[config.mk]
export PLATFORM = sky130hd
export DESIGN_NAME = multichannel_outlier_reject_mean4
export DESIGN_NICKNAME = d
export VERILOG_FILES = /design/src/design/morm4_pkg.sv /design/src/design/morm4_ram.sv /design/src/design/morm4_update.sv /design/src/design/multichannel_outlier_reject_mean4.sv
export SDC_FILE = /design/constraint.sdc
export NUM_CORES = 1
export LEC_CHECK = 0
export ABC_AREA = 1
export BUFFER_PORTS_ARGS = -buffer_cell sky130_fd_sc_hd__buf_2
export CAP_MARGIN = 5
export CORE_AREA = 4 4 368 370
export CTS_CLUSTER_DIAMETER = 30
export DETAILED_ROUTE_END_ITERATION = 8
export DIE_AREA = 0 0 372 374
export PLACE_DENSITY = 0.49
export SLEW_MARGIN = 5
export SYNTH_ARGS = -nofsm -noshare
export SYNTH_HDL_FRONTEND = slang
export SYNTH_SLANG_ARGS = --single-unit
export TNS_END_PERCENT = 5
[constraint.sdc]
create_clock -name clk -period 12.5 [get_ports clk]
set_clock_uncertainty 0.15 [all_clocks]
set_input_delay 0.625 -clock clk [delete_from_list [all_inputs] [get_ports clk]]
set_output_delay 0.625 -clock clk [all_outputs]
set_load 0.1 [all_outputs]
[src/design/morm4_pkg.sv]
// Package: shared widths and constants for the four-sample outlier-reject mean.
`timescale 1ns / 1ps
`default_nettype none
package morm4_pkg;

  // fixed field widths
  localparam int ID_W     = 3;
  localparam int DIST_W   = 16;
  localparam int TOL_W    = 16;

  // ring geometry: four slots, 2-bit write position
  localparam int SLOTS    = 4;
  localparam int POS_W    = 2;

  // id widened for range checks against the sensor count
  localparam int ID_EXT_W = 8;

  localparam logic [TOL_W-1:0] TOL_RESET = 16'd100;

endpackage
`default_nettype wire

[src/design/morm4_ram.sv]
// Generic single-port-write, single-port-read RAM with registered read data.
`timescale 1ns / 1ps
`default_nettype none
module morm4_ram #(
  parameter int WIDTH = 66,
  parameter int DEPTH = 8,
  parameter int ADDR_W = (DEPTH > 1) ? $clog2(DEPTH) : 1
) (
  input  wire logic              clk,
  input  wire logic              we,
  input  wire logic [ADDR_W-1:0] waddr,
  input  wire logic [WIDTH-1:0]  wdata,
  input  wire logic              re,
  input  wire logic [ADDR_W-1:0] raddr,
  output logic      [WIDTH-1:0]  rdata
);

  logic [WIDTH-1:0] mem [DEPTH];

  // write port
  always_ff @(posedge clk) begin
    if (we) begin
      mem[waddr] <= wdata;
    end
  end

  // registered read port, holds when not enabled
  always_ff @(posedge clk) begin
    if (re) begin
      rdata <= mem[raddr];
    end
  end

endmodule
`default_nettype wire

[src/design/morm4_update.sv]
// Per-item row update: outlier test, slot write, position advance and mean.
`timescale 1ns / 1ps
`default_nettype none
module morm4_update #(
  parameter int SAMPLE_BITS = 16
) (
  input  wire logic [morm4_pkg::SLOTS*SAMPLE_BITS-1:0] row,
  input  wire logic [morm4_pkg::POS_W-1:0]             pos,
  input  wire logic [SAMPLE_BITS-1:0]                  sample,
  input  wire logic [morm4_pkg::TOL_W-1:0]             tolerance,
  output logic      [morm4_pkg::SLOTS*SAMPLE_BITS-1:0] row_next,
  output logic      [morm4_pkg::POS_W-1:0]             pos_next,
  output logic      [SAMPLE_BITS-1:0]                  mean,
  output logic                                         rejected
);

  localparam int SUM_W = SAMPLE_BITS + 2;

  logic [morm4_pkg::POS_W-1:0] prev_pos;
  logic [SAMPLE_BITS-1:0]      prev;
  logic [SAMPLE_BITS-1:0]      diff;
  logic [SAMPLE_BITS-1:0]      keep;
  logic [SUM_W-1:0]            sum;

  // most recent stored sample sits one slot behind the write position
  assign prev_pos = pos - morm4_pkg::POS_W'(1);
  assign prev     = row[prev_pos*SAMPLE_BITS +: SAMPLE_BITS];

  // absolute jump against tolerance; a zero stored sample means no history
  always_comb begin
    diff     = (prev > sample) ? (prev - sample) : (sample - prev);
    rejected = (prev != '0) && (morm4_pkg::TOL_W'(diff) > tolerance);
    keep     = rejected ? prev : sample;
  end

  // write the kept value into its slot and sum the four slots
  always_comb begin
    row_next = row;
    sum      = '0;
    for (int k = 0; k < morm4_pkg::SLOTS; k++) begin
      if (pos == morm4_pkg::POS_W'(k)) begin
        row_next[k*SAMPLE_BITS +: SAMPLE_BITS] = keep;
      end
      sum = sum + SUM_W'(row_next[k*SAMPLE_BITS +: SAMPLE_BITS]);
    end
  end

  assign pos_next = pos + morm4_pkg::POS_W'(1);
  assign mean     = sum[SUM_W-1:2];

endmodule
`default_nettype wire

[src/design/multichannel_outlier_reject_mean4.sv]
// Top level: per-sensor four-sample moving mean with outlier rejection.
//
// Input channel (in_valid/in_ready) carries sensor_id and distance. Output
// channel (out_valid/out_ready) returns out_sensor_id, mean_distance and
// sample_rejected, one result item per input item, in order.
// jump_tolerance_we writes jump_tolerance_wdata into the tolerance register
// on the same edge; write it only while the block is idle.
// A result passes through the update stage and the output register: the
// RAM read is issued on the accepting edge, the update then runs in the
// following cycle and lands in the output register once the output advances.
// Throughput: one item per cycle while the receiver does not stall. Each
// sensor's ring and write position sit in one RAM row, and a forwarding
// register supplies the row just written when the next item addresses the
// same sensor.
// Reset clears the tolerance to 100 and the per-row valid bits, so every
// ring reads as zero with position zero; no clearing pass is needed.
// A stalled receiver holds the output register; one more item can still be
// accepted into the update stage, then in_ready drops until out_ready.
// Sensor numbers at or above SENSORS change no state and return mean zero.
`timescale 1ns / 1ps
`default_nettype none
module multichannel_outlier_reject_mean4 #(
  parameter int SENSORS     = 8,
  parameter int SAMPLE_BITS = 16
) (
  input  wire logic                             clk,
  input  wire logic                             rst,
  input  wire logic                             jump_tolerance_we,
  input  wire logic [morm4_pkg::TOL_W-1:0]      jump_tolerance_wdata,
  input  wire logic                             in_valid,
  output logic                                  in_ready,
  input  wire logic [morm4_pkg::ID_W-1:0]       sensor_id,
  input  wire logic [morm4_pkg::DIST_W-1:0]     distance,
  output logic                                  out_valid,
  input  wire logic                             out_ready,
  output logic      [morm4_pkg::ID_W-1:0]       out_sensor_id,
  output logic      [morm4_pkg::DIST_W-1:0]     mean_distance,
  output logic                                  sample_rejected
);

  localparam int IDX_W = (SENSORS > 1) ? $clog2(SENSORS) : 1;
  localparam int ROW_W = morm4_pkg::SLOTS * SAMPLE_BITS;
  localparam int ENT_W = ROW_W + morm4_pkg::POS_W;
  localparam logic [morm4_pkg::ID_EXT_W-1:0] SENSOR_LIMIT =
    morm4_pkg::ID_EXT_W'(SENSORS);

  // tolerance register
  logic [morm4_pkg::TOL_W-1:0] tolerance;

  always_ff @(posedge clk) begin
    if (rst) begin
      tolerance <= morm4_pkg::TOL_RESET;
    end else if (jump_tolerance_we) begin
      tolerance <= jump_tolerance_wdata;
    end
  end

  // handshake and stage control
  logic in_fire;
  logic advance;
  logic s1_valid;

  assign advance  = !out_valid || out_ready;
  assign in_ready = !s1_valid || advance;
  assign in_fire  = in_valid && in_ready;

  // input decode
  logic [morm4_pkg::ID_EXT_W-1:0] id_ext;
  logic [IDX_W-1:0]               in_idx;

  assign id_ext = morm4_pkg::ID_EXT_W'(sensor_id);
  assign in_idx = id_ext[IDX_W-1:0];

  // update stage registers (payload, no reset)
  logic [morm4_pkg::ID_W-1:0] s1_id;
  logic [IDX_W-1:0]           s1_idx;
  logic                       s1_in_range;
  logic [SAMPLE_BITS-1:0]     s1_sample;

  always_ff @(posedge clk) begin
    if (rst) begin
      s1_valid <= 1'b0;
    end else if (in_fire) begin
      s1_valid <= 1'b1;
    end else if (advance) begin
      s1_valid <= 1'b0;
    end
  end

  always_ff @(posedge clk) begin
    if (in_fire) begin
      s1_id       <= sensor_id;
      s1_idx      <= in_idx;
      s1_in_range <= id_ext < SENSOR_LIMIT;
      s1_sample   <= distance[SAMPLE_BITS-1:0];
    end
  end

  // row memory
  logic             wr_en;
  logic [ENT_W-1:0] wr_data;
  logic [ENT_W-1:0] rd_data;

  morm4_ram #(
    .WIDTH (ENT_W),
    .DEPTH (SENSORS),
    .ADDR_W(IDX_W)
  ) u_rows (
    .clk  (clk),
    .we   (wr_en),
    .waddr(s1_idx),
    .wdata(wr_data),
    .re   (in_fire),
    .raddr(in_idx),
    .rdata(rd_data)
  );

  // per-row valid bits: an unwritten row reads as all zero
  logic [SENSORS-1:0] entry_valid;

  always_ff @(posedge clk) begin
    if (rst) begin
      entry_valid <= '0;
    end else if (wr_en) begin
      entry_valid[s1_idx] <= 1'b1;
    end
  end

  // forwarding of the last row written
  logic             fwd_valid;
  logic [IDX_W-1:0] fwd_idx;
  logic [ENT_W-1:0] fwd_data;

  always_ff @(posedge clk) begin
    if (rst) begin
      fwd_valid <= 1'b0;
    end else if (wr_en) begin
      fwd_valid <= 1'b1;
    end
  end

  always_ff @(posedge clk) begin
    if (wr_en) begin
      fwd_idx  <= s1_idx;
      fwd_data <= wr_data;
    end
  end

  // current row for the item in the update stage
  logic [ENT_W-1:0] cur_ent;

  always_comb begin
    if (fwd_valid && fwd_idx == s1_idx) begin
      cur_ent = fwd_data;
    end else if (s1_in_range && entry_valid[s1_idx]) begin
      cur_ent = rd_data;
    end else begin
      cur_ent = '0;
    end
  end

  // row update
  logic [ROW_W-1:0]            row_next;
  logic [morm4_pkg::POS_W-1:0] pos_next;
  logic [SAMPLE_BITS-1:0]      upd_mean;
  logic                        upd_rejected;

  morm4_update #(
    .SAMPLE_BITS(SAMPLE_BITS)
  ) u_update (
    .row      (cur_ent[ROW_W-1:0]),
    .pos      (cur_ent[ENT_W-1:ROW_W]),
    .sample   (s1_sample),
    .tolerance(tolerance),
    .row_next (row_next),
    .pos_next (pos_next),
    .mean     (upd_mean),
    .rejected (upd_rejected)
  );

  assign wr_en   = s1_valid && advance && s1_in_range;
  assign wr_data = {pos_next, row_next};

  // output register
  always_ff @(posedge clk) begin
    if (rst) begin
      out_valid <= 1'b0;
    end else if (advance) begin
      out_valid <= s1_valid;
    end
  end

  always_ff @(posedge clk) begin
    if (advance && s1_valid) begin
      out_sensor_id   <= s1_id;
      mean_distance   <= s1_in_range ? morm4_pkg::DIST_W'(upd_mean) : '0;
      sample_rejected <= s1_in_range && upd_rejected;
    end
  end

  // checks
  assert property (@(posedge clk) disable iff (rst)
    !in_ready |-> (s1_valid && out_valid && !out_ready))
    else $error("input stalled without a full pipeline");

  assert property (@(posedge clk) disable iff (rst)
    (out_valid && morm4_pkg::ID_EXT_W'(out_sensor_id) >= SENSOR_LIMIT)
      |-> (mean_distance == '0 && !sample_rejected))
    else $error("out-of-range sensor produced a nonzero result");

  assert property (@(posedge clk) disable iff (rst)
    wr_en |=> (entry_valid[fwd_idx] && fwd_valid))
    else $error("row write did not mark its entry valid");

endmodule
`default_nettype wire
# [Yosys cells after proc, flatten, opt, wreduce, memory -nomap -nowiden]
# Memory sizes are Yosys's and may differ from the RTL's. A register that Yosys moved wholly into a read port is not among the register bits.
# Cells that the tools add are included.
# W data, S select, Z words.
[totals] inputBits=40 output_inout_bits=22 reg_bits=136 mem_bits_rw=528 n_memories=1
[memory_table] memory="u_rows.mem" words=8 width=66 rd=1 rd_ports_with_merged_regs=1 wr=1 line="morm4_ram.sv:18" rtl="logic [WIDTH-1:0] mem [DEPTH];"
[classes] eq_ne=4 n_mux=16 magnitude_cmp=5 shifts=1 reduce_logical=15 add_sub_neg=7 n_bitwise=1
[ops] op="$mux W66" count=2
[ops] op="$mux W16" count=6
[ops] op="$shiftx A64 B7 Y16" count=1
[ops] op="$add A18 B16 Y18" count=2
[ops] op="$gt A16 B16 Y1" count=2
[ops] op="$sub A16 B16 Y16" count=2
[ops] op="$add A16 B16 Y17" count=1
[ops] op="$reduce_bool A16 Y1" count=1
[ops] op="$logic_and A1 B1 Y1" count=8
[ops] op="$lt A3 B4 Y1 const B" count=2
[ops] op="$or A8 B8 Y8" count=1
[ops] op="$mux W1" count=6
[ops] op="$eq A2 B2 Y1 const B" count=2
[ops] op="$bmux W1 S3" count=1
[ops] op="$demux W1 S3" count=1
[ops] op="$eq A3 B3 Y1" count=1
[ops] op="$ge A3 B1 Y1 const B" count=1
[ops] op="$add A2 B1 Y2 const B" count=1
[ops] op="$eq A2 B1 Y1 const B" count=1
[ops] op="$logic_not A1 Y1" count=2
[ops] op="$logic_not A2 Y1" count=1
[ops] op="$logic_or A1 B1 Y1" count=2
[ops] op="$reduce_bool A2 Y1" count=1
[ops] op="$sub A2 B1 Y2 const B" count=1

# [Depth between registers and ports, before layout]
# Gate-level depths: netlist of the first run.
[depth] ltp_word=16 mapped_depth=69

# [Modules after synthesis]
# A second synthesis of the first run with hierarchy kept.
[hier_totals] hier_cells=4062 area_unflattened_um2=36696.4
[modules_own_cells] module="morm4_ram" seq_area_each_um2=17837.1 area_per_inst_um2=24923.9 cells_each=2365 instances=1
[modules_own_cells] module="morm4_update" seq_area_each_um2=0.0 area_per_inst_um2=6123.4 cells_each=1092 instances=1
[modules_own_cells] module="multichannel_outlier_reject_mean4" seq_area_each_um2=3693.5 area_per_inst_um2=5649.2 cells_each=605 instances=1

# [Worst setup path after synthesis of the first run]
# Ideal clock, no wire load.
[synth_path] path_type="flip-flop to flip-flop" from="register fwd_idx[0]" to="register mean_distance[14] (netlist bit), data pin" stages_incl_launch_ff=64 required_time_ns=12.098 t_arrival_ns=10.686 setup_ns=0.252 path_buffers=5 setup_slack_ns=1.412 cell_sequence="edfxtp_1 inv_1 nand2_1 nand2_1 nand2_1 nor2_4 inv_1 clkbuf_1 nor2_1 a31oi_1 inv_1 ha_1 buf_2 inv_1 clkbuf_1 nand3_1 nand2_1 inv_1 [28 not listed] a21oi_1 o21bai_1 a21oi_1 o21bai_1 a21oi_1 o21bai_1 a21o_1 a21oi_1 xor2_1 fa_1 inv_1 ha_1 nand3_1 nor2_1 a211oi_1 nand2_1 nand2_1 nand2_1"
[synth_via] elab_chain_cells=14 elab_cells_between_ends=24
[synth_rtl] item="start, declared" line="multichannel_outlier_reject_mean4.sv:131" rtl="logic [IDX_W-1:0] fwd_idx;"
[synth_rtl] item="start signal, assigned" line="multichannel_outlier_reject_mean4.sv:144" rtl="fwd_idx <= s1_idx;"
[synth_rtl] item="$eq A3 B3 Y1 (*)" line="multichannel_outlier_reject_mean4.sv:153" rtl="if (fwd_valid && fwd_idx == s1_idx) begin"
[synth_rtl] item="$logic_and A1 B1 Y1 (*)" line="multichannel_outlier_reject_mean4.sv:153"
[synth_rtl] item="$mux W66 (*)" line="multichannel_outlier_reject_mean4.sv:153"
[synth_rtl] item="$sub A2 B1 Y2" line="morm4_update.sv:26" rtl="assign prev_pos = pos - morm4_pkg::POS_W'(1);"
[synth_rtl] item="$shiftx A64 B7 Y16" line="morm4_update.sv:27" rtl="assign prev = row[prev_pos*SAMPLE_BITS +: SAMPLE_BITS];"
[synth_rtl] item="$sub A16 B16 Y16 / $gt A16 B16 Y1 (equally long branches)" line="morm4_update.sv:31" rtl="diff = (prev > sample) ? (prev - sample) : (sample - prev);"
[synth_rtl] item="$mux W16" line="morm4_update.sv:31"
[synth_rtl] item="$gt A16 B16 Y1" line="morm4_update.sv:32" rtl="rejected = (prev != '0) && (morm4_pkg::TOL_W'(diff) > tolerance);"
[synth_rtl] item="$logic_and A1 B1 Y1" line="morm4_update.sv:32"
[synth_rtl] item="$mux W16" line="morm4_update.sv:33" rtl="keep = rejected ? prev : sample;"
[synth_rtl] item="$mux W16 (*)" line="morm4_update.sv:41" rtl="if (pos == morm4_pkg::POS_W'(k)) begin"
[synth_rtl] item="named net row_next[1]" line="multichannel_outlier_reject_mean4.sv:163" rtl="logic [ROW_W-1:0] row_next;"
[synth_rtl] item="$add A16 B16 Y17 (*)" line="morm4_update.sv:44" rtl="sum = sum + SUM_W'(row_next[k*SAMPLE_BITS +: SAMPLE_BITS]);"
[synth_rtl] item="$add A18 B16 Y18 (*) (2 in a row)" line="morm4_update.sv:44"
[synth_rtl] item="named net u_update.mean[14]" line="morm4_update.sv:13" rtl="output logic [SAMPLE_BITS-1:0] mean,"
[synth_rtl] item="end signal, assigned" line="multichannel_outlier_reject_mean4.sv:196" rtl="mean_distance <= s1_in_range ? morm4_pkg::DIST_W'(upd_mean) : '0;"
[synth_rtl] item="end, declared" line="multichannel_outlier_reject_mean4.sv:37" rtl="output logic [morm4_pkg::DIST_W-1:0] mean_distance,"
# The timed path passes the listed nets; every way through them passes the cells marked *.
# A chain may end at the register's enable or synchronous reset.

# [Final worst setup path of the first run]
[layout_path] from="register s1_idx[0]" to="register mean_distance[14] (netlist bit), data pin"
[layout_via] elab_chain_cells=16 elab_cells_between_ends=28
[layout_rtl] item="start, declared" line="multichannel_outlier_reject_mean4.sv:76" rtl="logic [IDX_W-1:0] s1_idx;"
[layout_rtl] item="start signal, assigned" line="multichannel_outlier_reject_mean4.sv:93" rtl="s1_idx <= in_idx;"
[layout_rtl] item="$bmux W1 S3" line="multichannel_outlier_reject_mean4.sv:155" rtl="end else if (s1_in_range && entry_valid[s1_idx]) begin"
[layout_rtl] item="$mux W1 (not written as such)" line="multichannel_outlier_reject_mean4.sv:155"
[layout_rtl] item="$logic_and A1 B1 Y1" line="multichannel_outlier_reject_mean4.sv:155"
[layout_rtl] item="$mux W66" line="multichannel_outlier_reject_mean4.sv:155"
[layout_rtl] item="$mux W66 (*)" line="multichannel_outlier_reject_mean4.sv:153"
[layout_rtl] item="$sub A2 B1 Y2" line="morm4_update.sv:26"
[layout_rtl] item="$shiftx A64 B7 Y16" line="morm4_update.sv:27"
[layout_rtl] item="$sub A16 B16 Y16 / $gt A16 B16 Y1 (equally long branches)" line="morm4_update.sv:31"
[layout_rtl] item="$mux W16" line="morm4_update.sv:31"
[layout_rtl] item="$gt A16 B16 Y1" line="morm4_update.sv:32"
[layout_rtl] item="$logic_and A1 B1 Y1" line="morm4_update.sv:32"
[layout_rtl] item="$mux W16" line="morm4_update.sv:33"
[layout_rtl] item="$mux W16 (*)" line="morm4_update.sv:41"
[layout_rtl] item="named net row_next[1]" line="multichannel_outlier_reject_mean4.sv:163"
[layout_rtl] item="$add A16 B16 Y17 (*)" line="morm4_update.sv:44"
[layout_rtl] item="$add A18 B16 Y18 (*) (2 in a row)" line="morm4_update.sv:44"
[layout_rtl] item="named net u_update.mean[14]" line="morm4_update.sv:13"
# The timed path passes the listed nets; every way through them passes the cells marked *. The select of a mux whose other input is x is not followed.

==> summary.txt, run 1 <==
status: finished, final reports clean
Critical Path Start: s1_idx[0]$_DFFE_PP_
Mapped Cells: 2948
CTS Buf Count: 147
# nets final: 3244
DIE WIDTH: 372 µm
share of the synthesized area in the top cell type: 0.639
initial core utilization: 0.248
ys async rst share: 0
CP Capture Type: flip-flop
final hold vios: 0
FP Rows: 134
DR vias/cell: 4.48
FF-to-FF path depth: 59
hold path start: jump_tolerance_wdata[10]
sequential area share after synthesis: 0.655
Setup TNS Final: 0 ps
Vias: 22387
Worst-Margin Slew: 1260 ps
Critical R2R Launch: s1_idx[0]$_DFFE_PP_
DPL Wire Length: 55500 µm
clock sink total: 726
setup ws final: 952 ps
placed cell area: 35200 µm²
crit path DAT: 11860 ps
Synth area leader: edfxtp_1
most common cell after layout, fill and taps aside: edfxtp_1
final instance area: 40700 µm²
leakage: 15.2 nW
routed length per instance: 18.7 µm
Initial DRC Count: 1821
Slowest-stage cell, CP: or4_1
Worst Setup Start Kind: flip-flop
P per Cell Area: 227 nW/µm²
area growth from synthesis to final layout: 24.0%
Slew headroom: 0.148
Mapped Nets: 3090
Hold Path Cell Cnt: 3
crit-path max FO: 13
Reg2Reg Setup Slack: 950 ps
share of cells above drive strength 1: 0.141
Final GP Congestion: 0.893
Clk Latency, worst-skew pair: 720 ps
max cap viols: 0
die span in y: 374 µm
slowest cell delay on critical path: 540 ps
Mapped Area: 32900 µm²
num ports: 62
VDD IR-drop max: 154 µV
CTS tree: done
I/O Buffers: 61
Final Setup Violations: 0
first-pass GRT wire length: 139000 µm
min cycle time layout: 11550 ps
die area: 139000 µm²
commonest cells after routing, fill and taps aside: 699 x edfxtp_1, 576 x nor2_1, 336 x o21ai_0, 330 x nand2_1, 233 x inv_1
final antenna-violating net count: 0
Root Driver: clkbuf_16
RSZ-0062 raised after global routing: false
reg2reg end: mean_distance[14]$_DFFE_PP_
period utilization: 0.924
hold_ws: 47.0 ps
total global routing overflow: 0
cell mode on critical path: nand2_1
total wire length: 93600 µm
synth top area cells: edfxtp_1 64%, nor2_1 6.6%, o21ai_0 5.3%, nand2_1 3.8%, ha_1 3.2%
DRT Pass-1 Iters: 6
Final Max Tran Viols: 0
initial antenna violation count: 1
maximum clock insertion buffer count: 3
Fillers: 13424
Hold EP: tolerance[10]$_SDFFE_PP0P_
H-tree depth: 4
Core ar.: 133000 µm²
worst endpoint required time: 12810 ps
Yosys warnings: 0
FF/Latch Area: 21500 µm²
GRT Util Overall: 0.132
vias in the first global route: 21693
CP Class: flip-flop to flip-flop
Synth cell types: 53
number of flops mapped to enable cells by yosys: 699
Post-Route Utilization: 0.307
clock slew at reported path FFs: 50 ps
Post-Syn Area per Cell: 11.1 µm²
largest net degree at the start of global routing: 117
Placement Setup Slack: 109 ps
Post-synth top flop: edfxtp_1
multi-input logic area: 9900 µm²
Hold Crit Class: input port to flip-flop
FMAX: 86.6 MHz
number of synthesized register bits: 726
post-route DRC violation count: 0
-- how the worst max path moves through the flow --
| stage | to | slack (ps) | depth (start not counted) |
|---|---|---|---|
| 6_report | mean_distance[14]$_DFFE_PP_ | 950 | 59 |
| 5_1_grt | mean_distance[15]$_DFFE_PP_ | 7 | 61 |
| 2_1_floorplan | mean_distance[14]$_DFFE_PP_ | 1410 | 63 |
| 3_5_place_dp | mean_distance[14]$_DFFE_PP_ | 110 | 57 |
| 4_1_cts | mean_distance[14]$_DFFE_PP_ | 30 | 57 |
| 3_3_place_gp | mean_distance[14]$_DFFE_PP_ | 320 | 57 |
-- layer usage --
| layer | track usage | share of wire | vias up |
|---|---|---|---|
| met3 | 0.0255 | 0.055 | 136 |
| met4 | 0.0429 | 0.025 | 0 |
| met1 | 0.184 | 0.47 | 10950 |
| met2 | 0.205 | 0.45 | 622 |
| met5 | 0 | 0 | - |
| li1 | - | - | 10679 |
-- worst max-delay path, delay by kind of cell (launching register included) --
family,cells,cell delay [ps]
adder cells (fa/ha/maj),6,2230
AO/OA/AOI/OAI,18,3350
buffers and inverters,12,1760
XOR/XNOR,2,320
flip-flops,1,500
AND/OR/NAND/NOR,21,2960
-- cell usage after synthesis (all sizes together), types with 41 or more instances --
| cell type | n |
|---|---|
| edfxtp | 699 |
| nor2 | 582 |
| o21ai | 348 |
| nand2 | 341 |
| inv | 245 |
| clkbuf | 109 |
| ha | 83 |
| a21oi | 80 |
| a31oi | 76 |
| nand3 | 67 |
| o22ai | 66 |
| buf | 41 |
-- stage by stage --
| stage | std cells | total power, mW |
|---|---|---|
| detailed placement | 4686 | 5.28 |
| global placement | 4686 | 5.29 |
| floorplan | 2948 | 4.57 |
| finish | 4996 | 9.26 |
| global route | 4994 | 9.70 |
| CTS | 4982 | 9.26 |
-- flip-flops by register name, indices dropped and copies added, names as in the netlist --
name / count
fwd_valid: 1
entry_valid: 8
u_rows.mem: 528
tolerance: 16
fwd_data: 66
mean_distance: 16
s1_valid: 1
s1_sample: 16
s1_idx: 3
sample_rejected: 1
out_valid: 1
u_rows.rdata: 66
fwd_idx: 3
-- report_power, final --
part / internal [mW] / total [mW] / switching (mW)
Clock: 2.63 / 3.93 / 1.29
Sequential: 3.01 / 3.08 / 0.0622
Combinational: 0.654 / 2.26 / 1.60
Total: 6.30 / 9.26 / 2.96
-- cell families after synthesis --
kind of cell / share of synthesized area
simple gates: 0.123
fa+ha+maj: 0.0432
flops: 0.655
xor+xnor: 0.0101
buf+inv: 0.0492
compound gates: 0.110
mux: 0.00853
-- final cells by class --
type | instances | area share
Timing Repair Buffer | 154 | 0.0266
Multi-Input combinational cell | 1827 | 0.243
Inverter | 246 | 0.0232
Sequential cell | 726 | 0.529
Tap cell | 1768 | 0.0543
Clock inverter | 109 | 0.0295
Antenna cell | 2 | 0.000123
Clock buffer | 164 | 0.0945
-- timing repair --
action	in CTS	in global routing
gates resized for setup	0	40
hold buffers	23	0
setup endpoints to repair	0	9
buffers inserted	0	11
hold endpoints to repair	22	0
(Power assumes the default switching activity.)
==> run 2, diff against run 1 <==
- clock period: 12.5 -> 13.47 ns (I/O delays scaled with it)
==> run 2 against run 1 <==
  * Setup slack got worse by 48 ps
  * Combinational power shrank 11%
  * Clock-buffer cell count grew 17
  * Hold slack improved by 31 ps
  * Clock power decreased by 7.1%
  * Flip-flop and latch count stayed put
  * Register-to-register slack worse by 50 ps
  * Total power down 8.0%
  * Highest routed layer unchanged
==> summary.txt, run 2 (synthesis results as in run 1) <==
status: finished, final reports clean (unchanged)
cell mode on critical path: nand2_1 (unchanged)
met2 GRT Util: 0.206 (was 0.205)
Root Driver: clkbuf_16 (unchanged)
met3 Usage GRT: 0.0281 (was 0.0255)
Top reg by flops: u_rows.mem (unchanged)
commonest cells after routing, fill and taps aside: 699 x edfxtp_1, 576 x nor2_1, 339 x o21ai_0, 329 x nand2_1, 234 x inv_1 (was 699 x edfxtp_1, 576 x nor2_1, 336 x o21ai_0, 330 x nand2_1, 233 x inv_1)
DR vias/cell: 4.48 (about the same)
Initial DRC Count: 1788 (was 1821)
Most Crowded Layer GR: met2 (unchanged)
Worst Setup Start Kind: flip-flop (unchanged)
Vias: 22370 (was 22387)
VDD IR-drop max: 124 µV (was 154 µV)
clock slew at reported path FFs: 50 ps (about the same)
Final GP Congestion: 0.913 (was 0.893)
total wire length: 94100 µm (was 93600 µm)
met1 GRT Util: 0.184 (about the same)
die area: 139000 µm² (unchanged)
CTS tree: done (unchanged)
num ports: 62 (unchanged)
DIE WIDTH: 372 µm (unchanged)
vias in the first global route: 21822 (was 21693)
Post-Route Utilization: 0.306 (was 0.307)
CTS Buf Count: 155 (was 147)
post-route DRC violation count: 0 (unchanged)
# nets final: 3237 (was 3244)
max cap viols: 0 (unchanged)
Slowest-stage cell, CP: mux2i_1 (was or4_1)
CP Capture Type: flip-flop (unchanged)
routed length per instance: 18.9 µm (was 18.7 µm)
FP Rows: 134 (unchanged)
final hold vios: 0 (unchanged)
Clk Latency, worst-skew pair: 740 ps (was 720 ps)
number of flip-flops in the largest register: 528 (unchanged)
area growth from synthesis to final layout: 23.5% (was 24.0%)
Tot Pwr: 8.53 mW (was 9.26 mW)
P per Cell Area: 210 nW/µm² (was 227 nW/µm²)
GRT Util Overall: 0.132 (about the same)
DPL Wire Length: 54300 µm (was 55500 µm)
crit path DAT: 12890 ps (was 11860 ps)
Slew headroom: 0.104 (was 0.148)
final antenna-violating net count: 0 (unchanged)
first-pass GRT wire length: 140000 µm (was 139000 µm)
FF/Latch Area: 21500 µm² (unchanged)
Final Max Tran Viols: 0 (unchanged)
slowest cell delay on critical path: 770 ps (was 540 ps)
multi-input logic area: 9780 µm² (was 9900 µm²)
CP Class: flip-flop to flip-flop (unchanged)
min cycle time layout: 12570 ps (was 11550 ps)
worst endpoint required time: 13800 ps (was 12810 ps)
leakage: 15.2 nW (about the same)
Final Setup Violations: 0 (unchanged)
H-tree depth: 4 (unchanged)
Largest regs: u_rows.mem (528), fwd_data (66), u_rows.rdata (66) (unchanged)
period utilization: 0.933 (was 0.924)
crit-path max FO: 112 (was 13)
Hold Crit Class: input port to flip-flop (unchanged)
DRT Pass-1 Iters: 5 (was 6)
die span in y: 374 µm (unchanged)
share of cells above drive strength 1: 0.133 (was 0.141)
Fillers: 13449 (was 13424)
Worst-Margin Slew: 1330 ps (was 1260 ps)
I/O Buffers: 61 (unchanged)
initial core utilization: 0.248 (unchanged)
initial antenna violation count: 0 (was 1)
most common cell after layout, fill and taps aside: edfxtp_1 (unchanged)
maximum clock insertion buffer count: 3 (unchanged)
clock sink total: 726 (unchanged)
Core ar.: 133000 µm² (unchanged)
largest net degree at the start of global routing: 121 (was 117)
FMAX: 79.6 MHz (was 86.6 MHz)
total global routing overflow: 0 (unchanged)
-- run 2: timing repair --
item                                   4_1_cts  5_1_grt
setup endpoints to repair                    0        9
buffers inserted                             0        4
endpoints found under the hold margin       21        0
hold buffers                                21        0
gates resized for setup                      0       11
-- run 2: worst max-delay path, delay by kind of cell, from the launching register on --
family / cells / cell delay, ps
AND/OR/NAND/NOR: 21 / 2630
multiplexers: 1 / 770
buffers and inverters: 7 / 1340
XOR/XNOR: 2 / 370
flip-flops: 1 / 590
adder cells (fa/ha/maj): 7 / 2350
AO/OA/AOI/OAI: 22 / 4010
-- run 2: power breakdown --
part | switching [mW] | internal [mW]
clock network | 1.25 | 2.40
logic | 1.46 | 0.564
registers | 0.0534 | 2.80
-- run 2: routing by layer --
metal | wire (µm) | part of all wire
met1 | 44100 | 0.47
met2 | 42900 | 0.46
met5 | 0 | 0
met3 | 5250 | 0.056
met4 | 1850 | 0.020
-- run 2: layout make-up --
cell class,count,share of cell area
Antenna cell,2,0.000123
Clock buffer,181,0.0993
Clock inverter,103,0.0266
Inverter,246,0.0233
Multi-Input combinational cell,1827,0.241
Sequential cell,726,0.531
Tap cell,1768,0.0545
Timing Repair Buffer,139,0.0246
-- run 2: final timing paths --
kind	from	endpoint	slack, ps	cells past startpoint
worst min-delay path	out_ready	out_valid$_SDFFE_PP0P_	80	4
worst max-delay path	s1_idx[2]$_DFFE_PP_	mean_distance[14]$_DFFE_PP_	900	60
worst min register to register	entry_valid[1]$_SDFFE_PP0P_	entry_valid[1]$_SDFFE_PP0P_	320	2
worst max register to register	s1_idx[2]$_DFFE_PP_	mean_distance[14]$_DFFE_PP_	900	60
-- run 2: metrics by stage --
stage | setup TNS [ps] | hold slack [ps] | area [µm²] | setup slack (ps) | instances
after floorplan | 0 | 278 | 32900 | 2380 | 2948
after global routing | -26.2 | 75.9 | 40600 | -26.2 | 4990
after global placement | 0 | 310 | 35200 | 494 | 4679
final | 0 | 77.6 | 40600 | 904 | 4992
after CTS | 0 | 22.0 | 40500 | 461 | 4984
after detailed placement | 0 | 311 | 35200 | 539 | 4679
